`config.mk`:
```
export PLATFORM = sky130hd
export DESIGN_NAME = disc_mark_direction_counter
export DESIGN_NICKNAME = d
export VERILOG_FILES = /design/src/sv/dmdc_pkg.sv /design/src/sv/dmdc_lane.sv /design/src/sv/dmdc_seq.sv /design/src/sv/disc_mark_direction_counter.sv
export SDC_FILE = /design/constraint.sdc
export NUM_CORES = 2
export LEC_CHECK = 0
export BUFFER_PORTS_ARGS = -buffer_cell sky130_fd_sc_hd__buf_2
export CELL_PAD_IN_SITES_DETAIL_PLACEMENT = 1
export CELL_PAD_IN_SITES_GLOBAL_PLACEMENT = 1
export CORE_ASPECT_RATIO = 2
export CORE_MARGIN = 10
export CORE_UTILIZATION = 50
export CTS_BUF_LIST = sky130_fd_sc_hd__clkbuf_8
export DETAILED_ROUTE_END_ITERATION = 7
export PLACE_DENSITY_LB_ADDON = 0.1
export SLEW_MARGIN = 20
export SYNTH_ARGS = -nofsm -noshare
export SYNTH_HDL_FRONTEND = slang
export SYNTH_SLANG_ARGS = --single-unit
```
`constraint.sdc`:
```
create_clock -name clk -period 11.85 [get_ports clk]
set_clock_uncertainty 0.1 [all_clocks]
set_input_delay 1.7775 -clock clk [delete_from_list [all_inputs] [get_ports clk]]
set_output_delay 1.7775 -clock clk [all_outputs]
set_load 0.05 [all_outputs]
```
`src/sv/dmdc_pkg.sv`:
```
package dmdc_pkg;

  // Default geometry of the sample path
  localparam int SAMPLE_BITS_DEF   = 10;
  localparam int FRACTION_BITS_DEF = 16;

  // Fixed field widths
  localparam int WEIGHT_BITS = 16;
  localparam int THRESH_BITS = 10;

  // Register port geometry
  localparam int ADDR_BITS = 4;
  localparam int DATA_BITS = 32;

  typedef enum logic [1:0] {
    REG_THRESHOLD = 2'd0,
    REG_WEIGHT_A  = 2'd1,
    REG_WEIGHT_B  = 2'd2,
    REG_NONE      = 2'd3
  } reg_idx_t;

  localparam logic [THRESH_BITS-1:0] THRESHOLD_RST = 10'd35;
  localparam logic [WEIGHT_BITS-1:0] WEIGHT_RST    = 16'd328;

  typedef enum logic [1:0] {
    TRK_LOW  = 2'd0,
    TRK_RISE = 2'd1,
    TRK_HIGH = 2'd2,
    TRK_FALL = 2'd3
  } trk_t;

  localparam logic signed [1:0] PULSE_NONE = 2'sd0;
  localparam logic signed [1:0] PULSE_FWD  = 2'sd1;
  localparam logic signed [1:0] PULSE_REV  = -2'sd1;

  // Pipeline control shared by the lanes and the sequencer
  typedef struct packed {
    logic take;   // request accepted into the average stage
    logic prime;  // accepted request only loads the averages
    logic adv;    // stage-1 request moves to the result register
    logic load;   // the moving request was a loading one
  } ctrl_t;

endpackage

```
`src/sv/dmdc_lane.sv`:
```
module dmdc_lane #(
  parameter int SAMPLE_BITS   = dmdc_pkg::SAMPLE_BITS_DEF,
  parameter int FRACTION_BITS = dmdc_pkg::FRACTION_BITS_DEF
) (
  input  logic                               clk,
  input  logic                               rst,
  input  dmdc_pkg::ctrl_t                    ctrl,
  input  logic [SAMPLE_BITS-1:0]             sample,
  input  logic [dmdc_pkg::WEIGHT_BITS-1:0]   weight,
  input  logic [dmdc_pkg::THRESH_BITS-1:0]   threshold,
  output dmdc_pkg::trk_t                     track,
  output dmdc_pkg::trk_t                     track_next
);

  localparam int AW   = SAMPLE_BITS + FRACTION_BITS;
  localparam int PW   = AW + dmdc_pkg::WEIGHT_BITS + 2;
  localparam int SUMW = ((SAMPLE_BITS > dmdc_pkg::THRESH_BITS) ? SAMPLE_BITS
                        : dmdc_pkg::THRESH_BITS) + 1;

  logic [AW-1:0]          avg;
  logic [AW-1:0]          avg_next;
  logic [SAMPLE_BITS-1:0] x_hold;
  logic signed [AW:0]     diff;
  logic signed [PW-1:0]   prod;
  logic signed [PW-1:0]   step;
  logic [SUMW-1:0]        level;
  logic                   mark;

  // Average stage: floored weighted step toward the new sample, or a direct load on priming
  always_comb begin
    diff = $signed({1'b0, sample, {FRACTION_BITS{1'b0}}}) - $signed({1'b0, avg});
    prod = PW'(diff) * PW'($signed({1'b0, weight}));
    step = prod >>> dmdc_pkg::WEIGHT_BITS;
    if (ctrl.prime) begin
      avg_next = {sample, {FRACTION_BITS{1'b0}}};
    end else begin
      avg_next = avg + step[AW-1:0];
    end
  end

  always_ff @(posedge clk) begin
    if (ctrl.take) begin
      avg    <= avg_next;
      x_hold <= sample;
    end
  end

  // Mark test: integer part of the average at or above the held sample plus the threshold
  always_comb begin
    level = SUMW'(x_hold) + SUMW'(threshold);
    mark  = SUMW'(avg[AW-1:FRACTION_BITS]) >= level;
    case (track)
      dmdc_pkg::TRK_LOW:  track_next = mark ? dmdc_pkg::TRK_RISE : dmdc_pkg::TRK_LOW;
      dmdc_pkg::TRK_RISE: track_next = mark ? dmdc_pkg::TRK_HIGH : dmdc_pkg::TRK_LOW;
      dmdc_pkg::TRK_HIGH: track_next = mark ? dmdc_pkg::TRK_HIGH : dmdc_pkg::TRK_FALL;
      dmdc_pkg::TRK_FALL: track_next = mark ? dmdc_pkg::TRK_FALL : dmdc_pkg::TRK_LOW;
      default:            track_next = dmdc_pkg::TRK_LOW;
    endcase
  end

  always_ff @(posedge clk) begin
    if (rst) begin
      track <= dmdc_pkg::TRK_LOW;
    end else if (ctrl.adv && !ctrl.load) begin
      track <= track_next;
    end
  end

endmodule

```
`src/sv/dmdc_seq.sv`:
```
module dmdc_seq (
  input  logic                clk,
  input  logic                rst,
  input  dmdc_pkg::ctrl_t     ctrl,
  input  dmdc_pkg::trk_t      trk_a,
  input  dmdc_pkg::trk_t      trk_b,
  output logic signed [1:0]   pulse
);

  typedef enum logic [3:0] {
    S_IDLE   = 4'd0,
    S_AFIRST = 4'd1,
    S_ABOTH  = 4'd2,
    S_MARK   = 4'd3,
    S_BFIRST = 4'd4,
    S_BBOTH  = 4'd5,
    S_AFALL  = 4'd6,
    S_BFALL  = 4'd7,
    S_BLAST  = 4'd8,
    S_ALAST  = 4'd9
  } seq_t;

  seq_t              state;
  seq_t              state_next;
  logic              armed_fwd;
  logic              armed_rev;
  logic              armed_fwd_next;
  logic              armed_rev_next;
  logic signed [1:0] pulse_next;
  logic              step;

  assign step = ctrl.adv && !ctrl.load;

  always_comb begin
    state_next     = state;
    armed_fwd_next = armed_fwd;
    armed_rev_next = armed_rev;
    pulse_next     = dmdc_pkg::PULSE_NONE;
    case (state)
      S_IDLE: begin
        armed_fwd_next = 1'b1;
        armed_rev_next = 1'b1;
        if (trk_a == dmdc_pkg::TRK_RISE) state_next = S_AFIRST;
        if (trk_b == dmdc_pkg::TRK_RISE) state_next = S_BFIRST;
      end
      S_AFIRST: begin
        if (trk_b == dmdc_pkg::TRK_RISE) state_next = S_ABOTH;
      end
      S_ABOTH: begin
        if (armed_fwd) pulse_next = dmdc_pkg::PULSE_FWD;
        state_next = S_MARK;
      end
      S_MARK: begin
        if (trk_b == dmdc_pkg::TRK_FALL) state_next = S_BFALL;
        if (trk_a == dmdc_pkg::TRK_FALL) state_next = S_AFALL;
      end
      S_BFALL: begin
        if (trk_b == dmdc_pkg::TRK_HIGH || trk_b == dmdc_pkg::TRK_RISE) state_next = S_MARK;
        if (trk_a == dmdc_pkg::TRK_FALL) state_next = S_ALAST;
      end
      S_ALAST: begin
        if (armed_rev) pulse_next = dmdc_pkg::PULSE_REV;
        state_next = S_IDLE;
      end
      S_BFIRST: begin
        if (trk_a == dmdc_pkg::TRK_RISE) state_next = S_BBOTH;
      end
      S_BBOTH: begin
        if (armed_rev) pulse_next = dmdc_pkg::PULSE_REV;
        state_next = S_MARK;
      end
      S_AFALL: begin
        if (trk_a == dmdc_pkg::TRK_HIGH || trk_a == dmdc_pkg::TRK_RISE) state_next = S_MARK;
        if (trk_b == dmdc_pkg::TRK_FALL) state_next = S_BLAST;
      end
      S_BLAST: begin
        if (armed_fwd) pulse_next = dmdc_pkg::PULSE_FWD;
        state_next = S_IDLE;
      end
      default: begin
        state_next = S_IDLE;
      end
    endcase
    // Drop the arm flag of the sign just emitted
    if (pulse_next == dmdc_pkg::PULSE_FWD) armed_fwd_next = 1'b0;
    if (pulse_next == dmdc_pkg::PULSE_REV) armed_rev_next = 1'b0;
  end

  always_ff @(posedge clk) begin
    if (rst) begin
      state     <= S_IDLE;
      armed_fwd <= 1'b0;
      armed_rev <= 1'b0;
      pulse     <= dmdc_pkg::PULSE_NONE;
    end else if (ctrl.adv) begin
      if (step) begin
        state     <= state_next;
        armed_fwd <= armed_fwd_next;
        armed_rev <= armed_rev_next;
        pulse     <= pulse_next;
      end else begin
        pulse     <= dmdc_pkg::PULSE_NONE;
      end
    end
  end

`ifndef SYNTHESIS
  a_fwd_disarms: assert property (@(posedge clk) disable iff (rst)
    (pulse == dmdc_pkg::PULSE_FWD) |-> !armed_fwd)
    else $error("forward pulse left forward arm set");
  a_rev_disarms: assert property (@(posedge clk) disable iff (rst)
    (pulse == dmdc_pkg::PULSE_REV) |-> !armed_rev)
    else $error("reverse pulse left reverse arm set");
  a_idle_quiet: assert property (@(posedge clk) disable iff (rst)
    (step && state == S_IDLE) |=> (pulse == dmdc_pkg::PULSE_NONE))
    else $error("pulse emitted from idle");
`endif

endmodule

```
`src/sv/disc_mark_direction_counter.sv`:
```
// Path: an accepted request is registered in the average stage (stage 1), then moves
//   on to the result register (trackers, pulse) when that register is empty or taken.
// Throughput: one sample pair per cycle while results are taken; the per-channel
//   average loop (one subtract, one multiply, one add) closes through its register.
// Stalls on the result side hold the pipeline; a new request still enters
//   while the stage-1 slot is free.
// Reset (synchronous, rst high): registers back to defaults, trackers low,
//   sequencer idle, arms clear, first request afterwards only loads averages.
module disc_mark_direction_counter #(
  parameter int SAMPLE_BITS   = dmdc_pkg::SAMPLE_BITS_DEF,
  parameter int FRACTION_BITS = dmdc_pkg::FRACTION_BITS_DEF
) (
  input  logic                             clk,
  input  logic                             rst,
  // Sample channel
  input  logic                             sample_valid,
  output logic                             sample_ready,
  input  logic [SAMPLE_BITS-1:0]           sample_first,
  input  logic [SAMPLE_BITS-1:0]           sample_second,
  // Result channel
  output logic                             result_valid,
  input  logic                             result_ready,
  output logic signed [1:0]                pulse,
  output logic [1:0]                       track_first,
  output logic [1:0]                       track_second,
  // Register port
  input  logic                             psel,
  input  logic                             penable,
  input  logic                             pwrite,
  input  logic [dmdc_pkg::ADDR_BITS-1:0]   paddr,
  input  logic [dmdc_pkg::DATA_BITS-1:0]   pwdata,
  output logic [dmdc_pkg::DATA_BITS-1:0]   prdata,
  output logic                             pready
);

  // Configuration registers
  logic [dmdc_pkg::THRESH_BITS-1:0] peak_threshold;
  logic [dmdc_pkg::WEIGHT_BITS-1:0] weight_first;
  logic [dmdc_pkg::WEIGHT_BITS-1:0] weight_second;
  dmdc_pkg::reg_idx_t               reg_idx;
  logic                             reg_write;

  // Pipeline control
  logic            s1_valid;   // a request sits between average and track stages
  logic            s1_prime;   // that request only loaded the averages
  logic            primed;
  logic            accept;
  logic            out_load;
  dmdc_pkg::ctrl_t ctrl;

  dmdc_pkg::trk_t trk_a;
  dmdc_pkg::trk_t trk_b;
  dmdc_pkg::trk_t trk_a_next;
  dmdc_pkg::trk_t trk_b_next;

  // Register port: zero-wait, word index in paddr[3:2]
  assign pready    = 1'b1;
  assign reg_idx   = dmdc_pkg::reg_idx_t'(paddr[3:2]);
  assign reg_write = psel && penable && pwrite && pready;

  always_ff @(posedge clk) begin
    if (rst) begin
      peak_threshold <= dmdc_pkg::THRESHOLD_RST;
      weight_first   <= dmdc_pkg::WEIGHT_RST;
      weight_second  <= dmdc_pkg::WEIGHT_RST;
    end else if (reg_write) begin
      case (reg_idx)
        dmdc_pkg::REG_THRESHOLD: peak_threshold <= pwdata[dmdc_pkg::THRESH_BITS-1:0];
        dmdc_pkg::REG_WEIGHT_A:  weight_first   <= pwdata[dmdc_pkg::WEIGHT_BITS-1:0];
        dmdc_pkg::REG_WEIGHT_B:  weight_second  <= pwdata[dmdc_pkg::WEIGHT_BITS-1:0];
        default: ;
      endcase
    end
  end

  always_comb begin
    case (reg_idx)
      dmdc_pkg::REG_THRESHOLD: prdata = dmdc_pkg::DATA_BITS'(peak_threshold);
      dmdc_pkg::REG_WEIGHT_A:  prdata = dmdc_pkg::DATA_BITS'(weight_first);
      dmdc_pkg::REG_WEIGHT_B:  prdata = dmdc_pkg::DATA_BITS'(weight_second);
      default:                 prdata = '0;
    endcase
  end

  // Handshake: the result register reloads when empty or taken; stage 1
  // frees up whenever its request moves on, so accepts run back to back while results move.
  assign out_load     = s1_valid && (!result_valid || result_ready);
  assign sample_ready = !s1_valid || out_load;
  assign accept       = sample_valid && sample_ready;

  assign ctrl.take  = accept;
  assign ctrl.prime = !primed;
  assign ctrl.adv   = out_load;
  assign ctrl.load  = s1_prime;

  always_ff @(posedge clk) begin
    if (rst) begin
      s1_valid     <= 1'b0;
      s1_prime     <= 1'b0;
      primed       <= 1'b0;
      result_valid <= 1'b0;
    end else begin
      if (accept) begin
        s1_valid <= 1'b1;
        s1_prime <= !primed;
        primed   <= 1'b1;
      end else if (out_load) begin
        s1_valid <= 1'b0;
      end
      if (out_load) begin
        result_valid <= 1'b1;
      end else if (result_ready) begin
        result_valid <= 1'b0;
      end
    end
  end

  // One lane per sensor channel: average, mark test, tracker
  dmdc_lane #(
    .SAMPLE_BITS   (SAMPLE_BITS),
    .FRACTION_BITS (FRACTION_BITS)
  ) u_lane_a (
    .clk        (clk),
    .rst        (rst),
    .ctrl       (ctrl),
    .sample     (sample_first),
    .weight     (weight_first),
    .threshold  (peak_threshold),
    .track      (trk_a),
    .track_next (trk_a_next)
  );

  dmdc_lane #(
    .SAMPLE_BITS   (SAMPLE_BITS),
    .FRACTION_BITS (FRACTION_BITS)
  ) u_lane_b (
    .clk        (clk),
    .rst        (rst),
    .ctrl       (ctrl),
    .sample     (sample_second),
    .weight     (weight_second),
    .threshold  (peak_threshold),
    .track      (trk_b),
    .track_next (trk_b_next)
  );

  // Merge: order both channels' edges into direction pulses
  dmdc_seq u_seq (
    .clk   (clk),
    .rst   (rst),
    .ctrl  (ctrl),
    .trk_a (trk_a_next),
    .trk_b (trk_b_next),
    .pulse (pulse)
  );

  assign track_first  = trk_a;
  assign track_second = trk_b;

`ifndef SYNTHESIS
  a_stall_blocks: assert property (@(posedge clk) disable iff (rst)
    (s1_valid && result_valid && !result_ready) |-> !sample_ready)
    else $error("request taken while stage 1 is blocked");
  a_load_no_pulse: assert property (@(posedge clk) disable iff (rst)
    (out_load && s1_prime) |=> (pulse == dmdc_pkg::PULSE_NONE))
    else $error("loading request produced a pulse");
  a_primed_sticks: assert property (@(posedge clk) disable iff (rst)
    primed |=> primed)
    else $error("primed flag dropped without reset");
`endif

endmodule

```
# Yosys cells after proc, flatten, opt, wreduce, memory -nomap -nowiden
# Cells that the tools add are included.
# classes
n_eq_ne	31
bitwise	0
n_shift	0
addsub	6
n_mux	35
n_mul	2
n_reduce_logical	30
n_lt_le_gt_ge	2
div	0
# op_table
op	n
multiplier 27 x 17 -> 42 bit	2
subtractor 26 x 26 -> 27 bit	2
adder 26 bit	2
2-to-1 mux 26 bit	2
case mux 16 bit (3 select lines)	1
2-to-1 mux 4 bit	10
case mux 4 bit (7 select lines)	1
adder 10 x 10 -> 11 bit	2
greater-or-equal comparator 10 x 11 -> 1 bit	2
equality test 2 bit (second input constant)	10
equality test 4 x 3 -> 1 bit (second input constant)	4
case mux 2 bit (4 select lines)	2
equality test 2 x 1 -> 1 bit (second input constant)	6
2-to-1 mux 1 bit	12
2-to-1 mux 2 bit	6
inequality test 3 x 1 -> 1 bit (second input constant)	4
equality test 4 x 2 -> 1 bit (second input constant)	2
equality test 4 bit (second input constant)	2
AND reduction 8 bit	1
nonzero test 2 bit	4
zero test 2 bit	3
AND reduction 2 bit	3
AND reduction 3 bit	2
OR reduction 2 bit	3
other kinds (7)	18
# word_totals
romBits	0
reg_bits	130
in_bits	63
latchBits	0
ram_bits	0
word_cells	125
out_inout_bits	41
memories	0

# Logic depth before layout (Yosys ltp)
# depth
ltp_word	9
mapped_depth	43
mapped_depth_nobuf	41

# Cells and area by module
# Synthesis repeated with hierarchy kept, for this count alone.
# unflattened
cells_unflattened	4597
hier_area_um2	40360.0
# modules_own_cells
mod	seq_area_each_um2	instances	area_each_um2	cells_per_inst
dmdc_lane (u_lane_a)	1121.1	1	19069.5	2200
dmdc_lane (u_lane_b)	1121.1	1	18342.6	2073
disc_mark_direction_counter	920.9	1	2338.5	248
dmdc_seq	160.2	1	609.3	76

# Worst setup path after synthesis
# OpenSTA, ideal clock, no wires.
# synth_timing
path_type	input to register
from	input port sample_first[0]
to	register u_lane_a.avg[25] (data pin)
path_slack_ns	0.748
path_stages	39
arrival_time_ns	10.832
t_required_ns	11.580
setup_time_ns	0.170
path_buffers	1
cell_sequence	ha_1 or3b_2 nor3_1 a31oi_1 nor2b_1 o21a_1 nor2_1 xnor2_1 clkbuf_1 nand2_1 fa_1 inv_1 fa_1 inv_1 fa_1 fa_1 inv_1 fa_1 (+3 left out) ha_1 a21o_1 a211oi_1 o21ai_0 a21o_1 a21oi_1 o21bai_1 xor2_1 ha_1 and4_1 and2_1 a221oi_1 o311a_1 o21ai_0 o311ai_0 xnor3_1 and3_1 o31ai_1
# synth_via
elab_chain_len	4
# synth_rtl
element	line	rtl
start: declaration	disc_mark_direction_counter.sv:18	input logic [SAMPLE_BITS-1:0] sample_first,
subtractor 26 x 26 -> 27 bit	dmdc_lane.sv:31	diff = $signed({1'b0, sample, {FRACTION_BITS{1'b0}}}) - $signed({1'b0, avg});
multiplier 27 x 17 -> 42 bit	dmdc_lane.sv:32	prod = PW'(diff) * PW'($signed({1'b0, weight}));
adder 26 bit	dmdc_lane.sv:37	avg_next = avg + step[AW-1:0];
2-to-1 mux 26 bit	dmdc_lane.sv:34	if (ctrl.prime) begin
named net u_lane_a.avg_next[25]	dmdc_lane.sv:21	logic [AW-1:0] avg_next;
end signal: assignment	dmdc_lane.sv:43	avg <= avg_next;
end: declaration	dmdc_lane.sv:20	logic [AW-1:0] avg;
# The timed path passes the listed nets, and every way through them passes these cells.
# A chain may end at the register's enable or synchronous reset.

# Final worst setup path
# layout_timing
from	input port sample_second[0]
to	register u_lane_b.avg[25] (data pin)
# layout_via
elab_chain_len	4
# layout_rtl
element	line	rtl
start: declaration	disc_mark_direction_counter.sv:19	input logic [SAMPLE_BITS-1:0] sample_second,
subtractor 26 x 26 -> 27 bit	dmdc_lane.sv:31	
multiplier 27 x 17 -> 42 bit	dmdc_lane.sv:32	
adder 26 bit	dmdc_lane.sv:37	
2-to-1 mux 26 bit	dmdc_lane.sv:34	
named net u_lane_b.avg_next[25]	dmdc_lane.sv:21	
end signal: assignment	dmdc_lane.sv:43	
end: declaration	dmdc_lane.sv:20	
# The timed path passes the listed nets, and every way through them passes these cells.

==> Flow_metrics.wiki <==
{| class="wikitable"
! Metric !! Value
|-
| Slack of the worst reg-to-reg path || 0.53 ns
|-
| Number of design rule violations left after detail routing || 0
|-
| Most repeated cell in the gate-level netlist after synthesis || inv_1
|-
| Deepest clock path buffer count || 2
|-
| Total standard cell area after synthesis || 39600 sq um
|-
| Clock slew at reported path FFs || 0.08 ns
|-
| Post-detailed-route via-to-cell ratio || 5.66
|-
| Number of failing setup endpoints in the final timing report || 0
|-
| Most numerous cell on the critical path || fa_1
|-
| Critical path capture point type || flop
|-
| Routed vias || 31.9k
|-
| Die area || 91600 sq um
|-
| ANT nets after route || 0
|-
| Effective utilization at floorplan || 50.2%
|-
| Largest net degree at the start of global routing || 50
|-
| Clock period minus final worst setup slack || 11.49 ns
|-
| Delay contributed by the slowest stage of the critical path || 0.70 ns
|-
| Number of synthesized flops with an enable pin || 72
|-
| Number of buffer cells added on primary ports || 68
|-
| Hold Fails Final Rpt || 0
|-
| Cell types with the highest counts after synthesis || inv_1 (1051), fa_1 (814), nand2_1 (708), and2_1 (319), ha_1 (314)
|-
| Post-synthesis sequential area ratio || 8.39%
|-
| Max frequency || 87.0 MHz
|-
| DRT Wirelength || 136000 um
|-
| Crit path kind || input port to flop
|-
| Residual overflow from global routing || 0
|-
| Count of pins over their slew limit || 0
|-
| Reg2reg path depth || 41
|-
| Post-route standard cell area excluding fillers || 42400 sq um
|-
| Via count of the first global-routing pass || 37.4k
|-
| Number of iterations in the first detailed-routing pass || 5
|-
| Reg2reg end || u_lane_b.avg[25]$_DFFE_PP_
|-
| Share of synthesized registers carrying an async set or reset || 0%
|-
| Endpoint required time on the critical path || 12.00 ns
|-
| Setup repair after global routing missed its margin || no
|-
| Top flip-flop cell by instance count after synthesis || edfxtp_1
|-
| Total area of multi-input combinational cells || 31600 sq um
|-
| Most area-hungry cell type in the Yosys netlist || fa_1
|-
| Fraction of layout cells with a size suffix above 1 || 7.29%
|-
| Total number of H-tree levels || 4
|-
| TritonCTS sink count || 130
|-
| Launching element type of the critical path || input port
|-
| Max cap viols || 0
|-
| CTS tree || yes
|-
| Outcome || finished clean
|-
| Chip Width || 219 um
|-
| Worst-Margin Slew || 1.23 ns
|-
| Flip-flop and latch count after synthesis || 130
|-
| Number of library cell types mapped by synthesis || 78
|-
| Estimated wirelength of the detail-placed design || 113000 um
|-
| Count of boundary I/O pins || 104
|-
| Number of cell rows || 146
|-
| Iteration-0 DRC count of the detailed router || 1241
|-
| Cell chosen for the clock root || clkbuf_8
|-
| Number of antenna violations at the first check in global routing || 12
|-
| Final sum of negative setup slack || 0 ns
|-
| Arrival time of the worst setup path || 11.64 ns
|-
| Reg2reg start || u_lane_b.avg[1]$_SDFFCE_PN0P_
|-
| Register area || 3330 sq um
|-
| Fillers || 9444
|-
| GRT Total Usage || 30.6%
|-
| GPL Wtd Cong || 0.956
|-
| Floorplan core area || 78900 sq um
|-
| Cell with the biggest individual delay on the critical path || fa_2
|-
| Clock buffers created by TritonCTS || 17
|-
| Headroom to the max-slew limit || 18.0%
|-
| Global-route wire length before repair || 209000 um
|-
| Final Cycle Share || 97.0%
|-
| Type of the most critical hold path || flop to flop
|-
| Cell types with the largest area share after synthesis || fa_1 (41%), inv_1 (10%), ha_1 (9.9%)
|-
| Floorplan die height || 418 um
|-
| Post-layout net count || 5785
|-
| Number of standard cells after synthesis || 4531
|-
| Share of the synthesized area in the top cell type || 41.1%
|-
| Clock latency on the worst-skew pair || 0.51 ns
|-
| Average wire per cell in the routed design || 24.0 um
|-
| Launch point of the critical path || sample_second[0]
|-
| Maximum fanout count along the critical path || 3
|-
| Number of warning messages in the yosys log || 0
|-
| Area after DPL || 41900 sq um
|-
| P&R area growth vs syn || 7.10%
|-
| Synth Area per Inst || 8.74 sq um
|-
| Endpoint of the worst setup timing path || u_lane_b.avg[25]$_DFFE_PP_
|}
## final cells by class
class | instances | area share, %
clock inverter | 14 | 0.472
multi-input combinational | 3147 | 74.5
clock buffer | 18 | 0.584
sequential | 130 | 7.84
timing repair buffer | 245 | 4.20
inverter | 1053 | 9.32
antenna | 5 | 0.0295
tap | 1036 | 3.05
## placed cells by master (no fill, tap or decap), types with 66 or more instances in the layout
master	n
edfxtp_1	72
fa_1	812
a21oi_1	136
ha_1	313
xnor2_1	110
buf_2	68
inv_1	1051
and2_1	319
nor2_1	104
o21ai_0	66
nand2_1	708
buf_4	168
## state kept, by name (all words and copies together), names as in the netlist, 2 cells and up
register,count
u_lane_a.avg,26
u_lane_b.avg,26
weight_first,16
weight_second,16
peak_threshold,10
u_lane_a.x_hold,10
u_lane_b.x_hold,10
u_seq.state,4
u_lane_a.track,2
u_lane_b.track,2
u_seq.pulse,2
## worst min path at each step
| stage | from | endpoint | slack (ns) | depth (start not counted) |
|---|---|---|---|---|
| after global routing | u_seq.pulse[1]$_SDFFE_PP0P_ | u_seq.pulse[1]$_SDFFE_PP0P_ | 0.39 | 2 |
| after detailed placement | u_seq.pulse[1]$_SDFFE_PP0P_ | u_seq.pulse[1]$_SDFFE_PP0P_ | 0.35 | 2 |
| final | u_seq.pulse[1]$_SDFFE_PP0P_ | u_seq.pulse[1]$_SDFFE_PP0P_ | 0.35 | 2 |
| after global placement | u_seq.pulse[1]$_SDFFE_PP0P_ | u_seq.pulse[1]$_SDFFE_PP0P_ | 0.35 | 2 |
| after floorplan | peak_threshold[2]$_SDFFE_PP0P_ | peak_threshold[2]$_SDFFE_PP0P_ | 0.37 | 2 |
| after CTS | u_seq.pulse[1]$_SDFFE_PP0P_ | u_seq.pulse[1]$_SDFFE_PP0P_ | 0.36 | 2 |
## kinds of logic (layout without fill, tap and decap cells)
| group | count (synthesis) | count (layout) | share of synthesized area, % |
|---|---|---|---|
| flops | 130 | 130 | 8.39 |
| simple gates | 1358 | 1358 | 16.3 |
| other cells | 2 | 22 | 0.0190 |
| buf+inv | 1269 | 1330 | 12.2 |
| fa+ha+maj | 1129 | 1129 | 51.1 |
| mux | 24 | 24 | 0.660 |
| xor+xnor | 175 | 175 | 3.94 |
| compound gates | 444 | 444 | 7.42 |
## critical path, delay by kind of cell
kind / cells / cell delay, ns
adder cells (fa/ha/maj): 9 / 4.24
AO/OA/AOI/OAI: 13 / 2.85
AND/OR/NAND/NOR: 6 / 1.09
buffers and inverters: 7 / 0.75
XOR/XNOR: 3 / 0.65
multiplexers: 1 / 0.26
## metal layers
layer  share of wire, %  track usage [%]
met5              0.035                0
met2                 58             61.5
met4                9.3             23.5
met3                3.4             3.07
met1                 29             26.3
## what timing repair did
item | CTS | global route
hold buffers | 0 | 0
resized for setup | 0 | 14
buffers inserted | 0 | 1
setup endpoints to repair | 0 | 5
## stage by stage
stage	utilization, %	hold WS, ns	std cells	worst slack, ns
floorplan	-	0.370	4546	0.748
detailed placement	53.1	0.347	5610	-0.145
global route	53.8	0.392	5645	0.0455
global placement	53.1	0.345	5610	-0.0366
finish	53.8	0.354	5648	0.356
CTS	53.6	0.358	5642	0.262
Power is not shown: default switching activity piles up to over one toggle a cycle in this logic, so the estimate is an artifact.
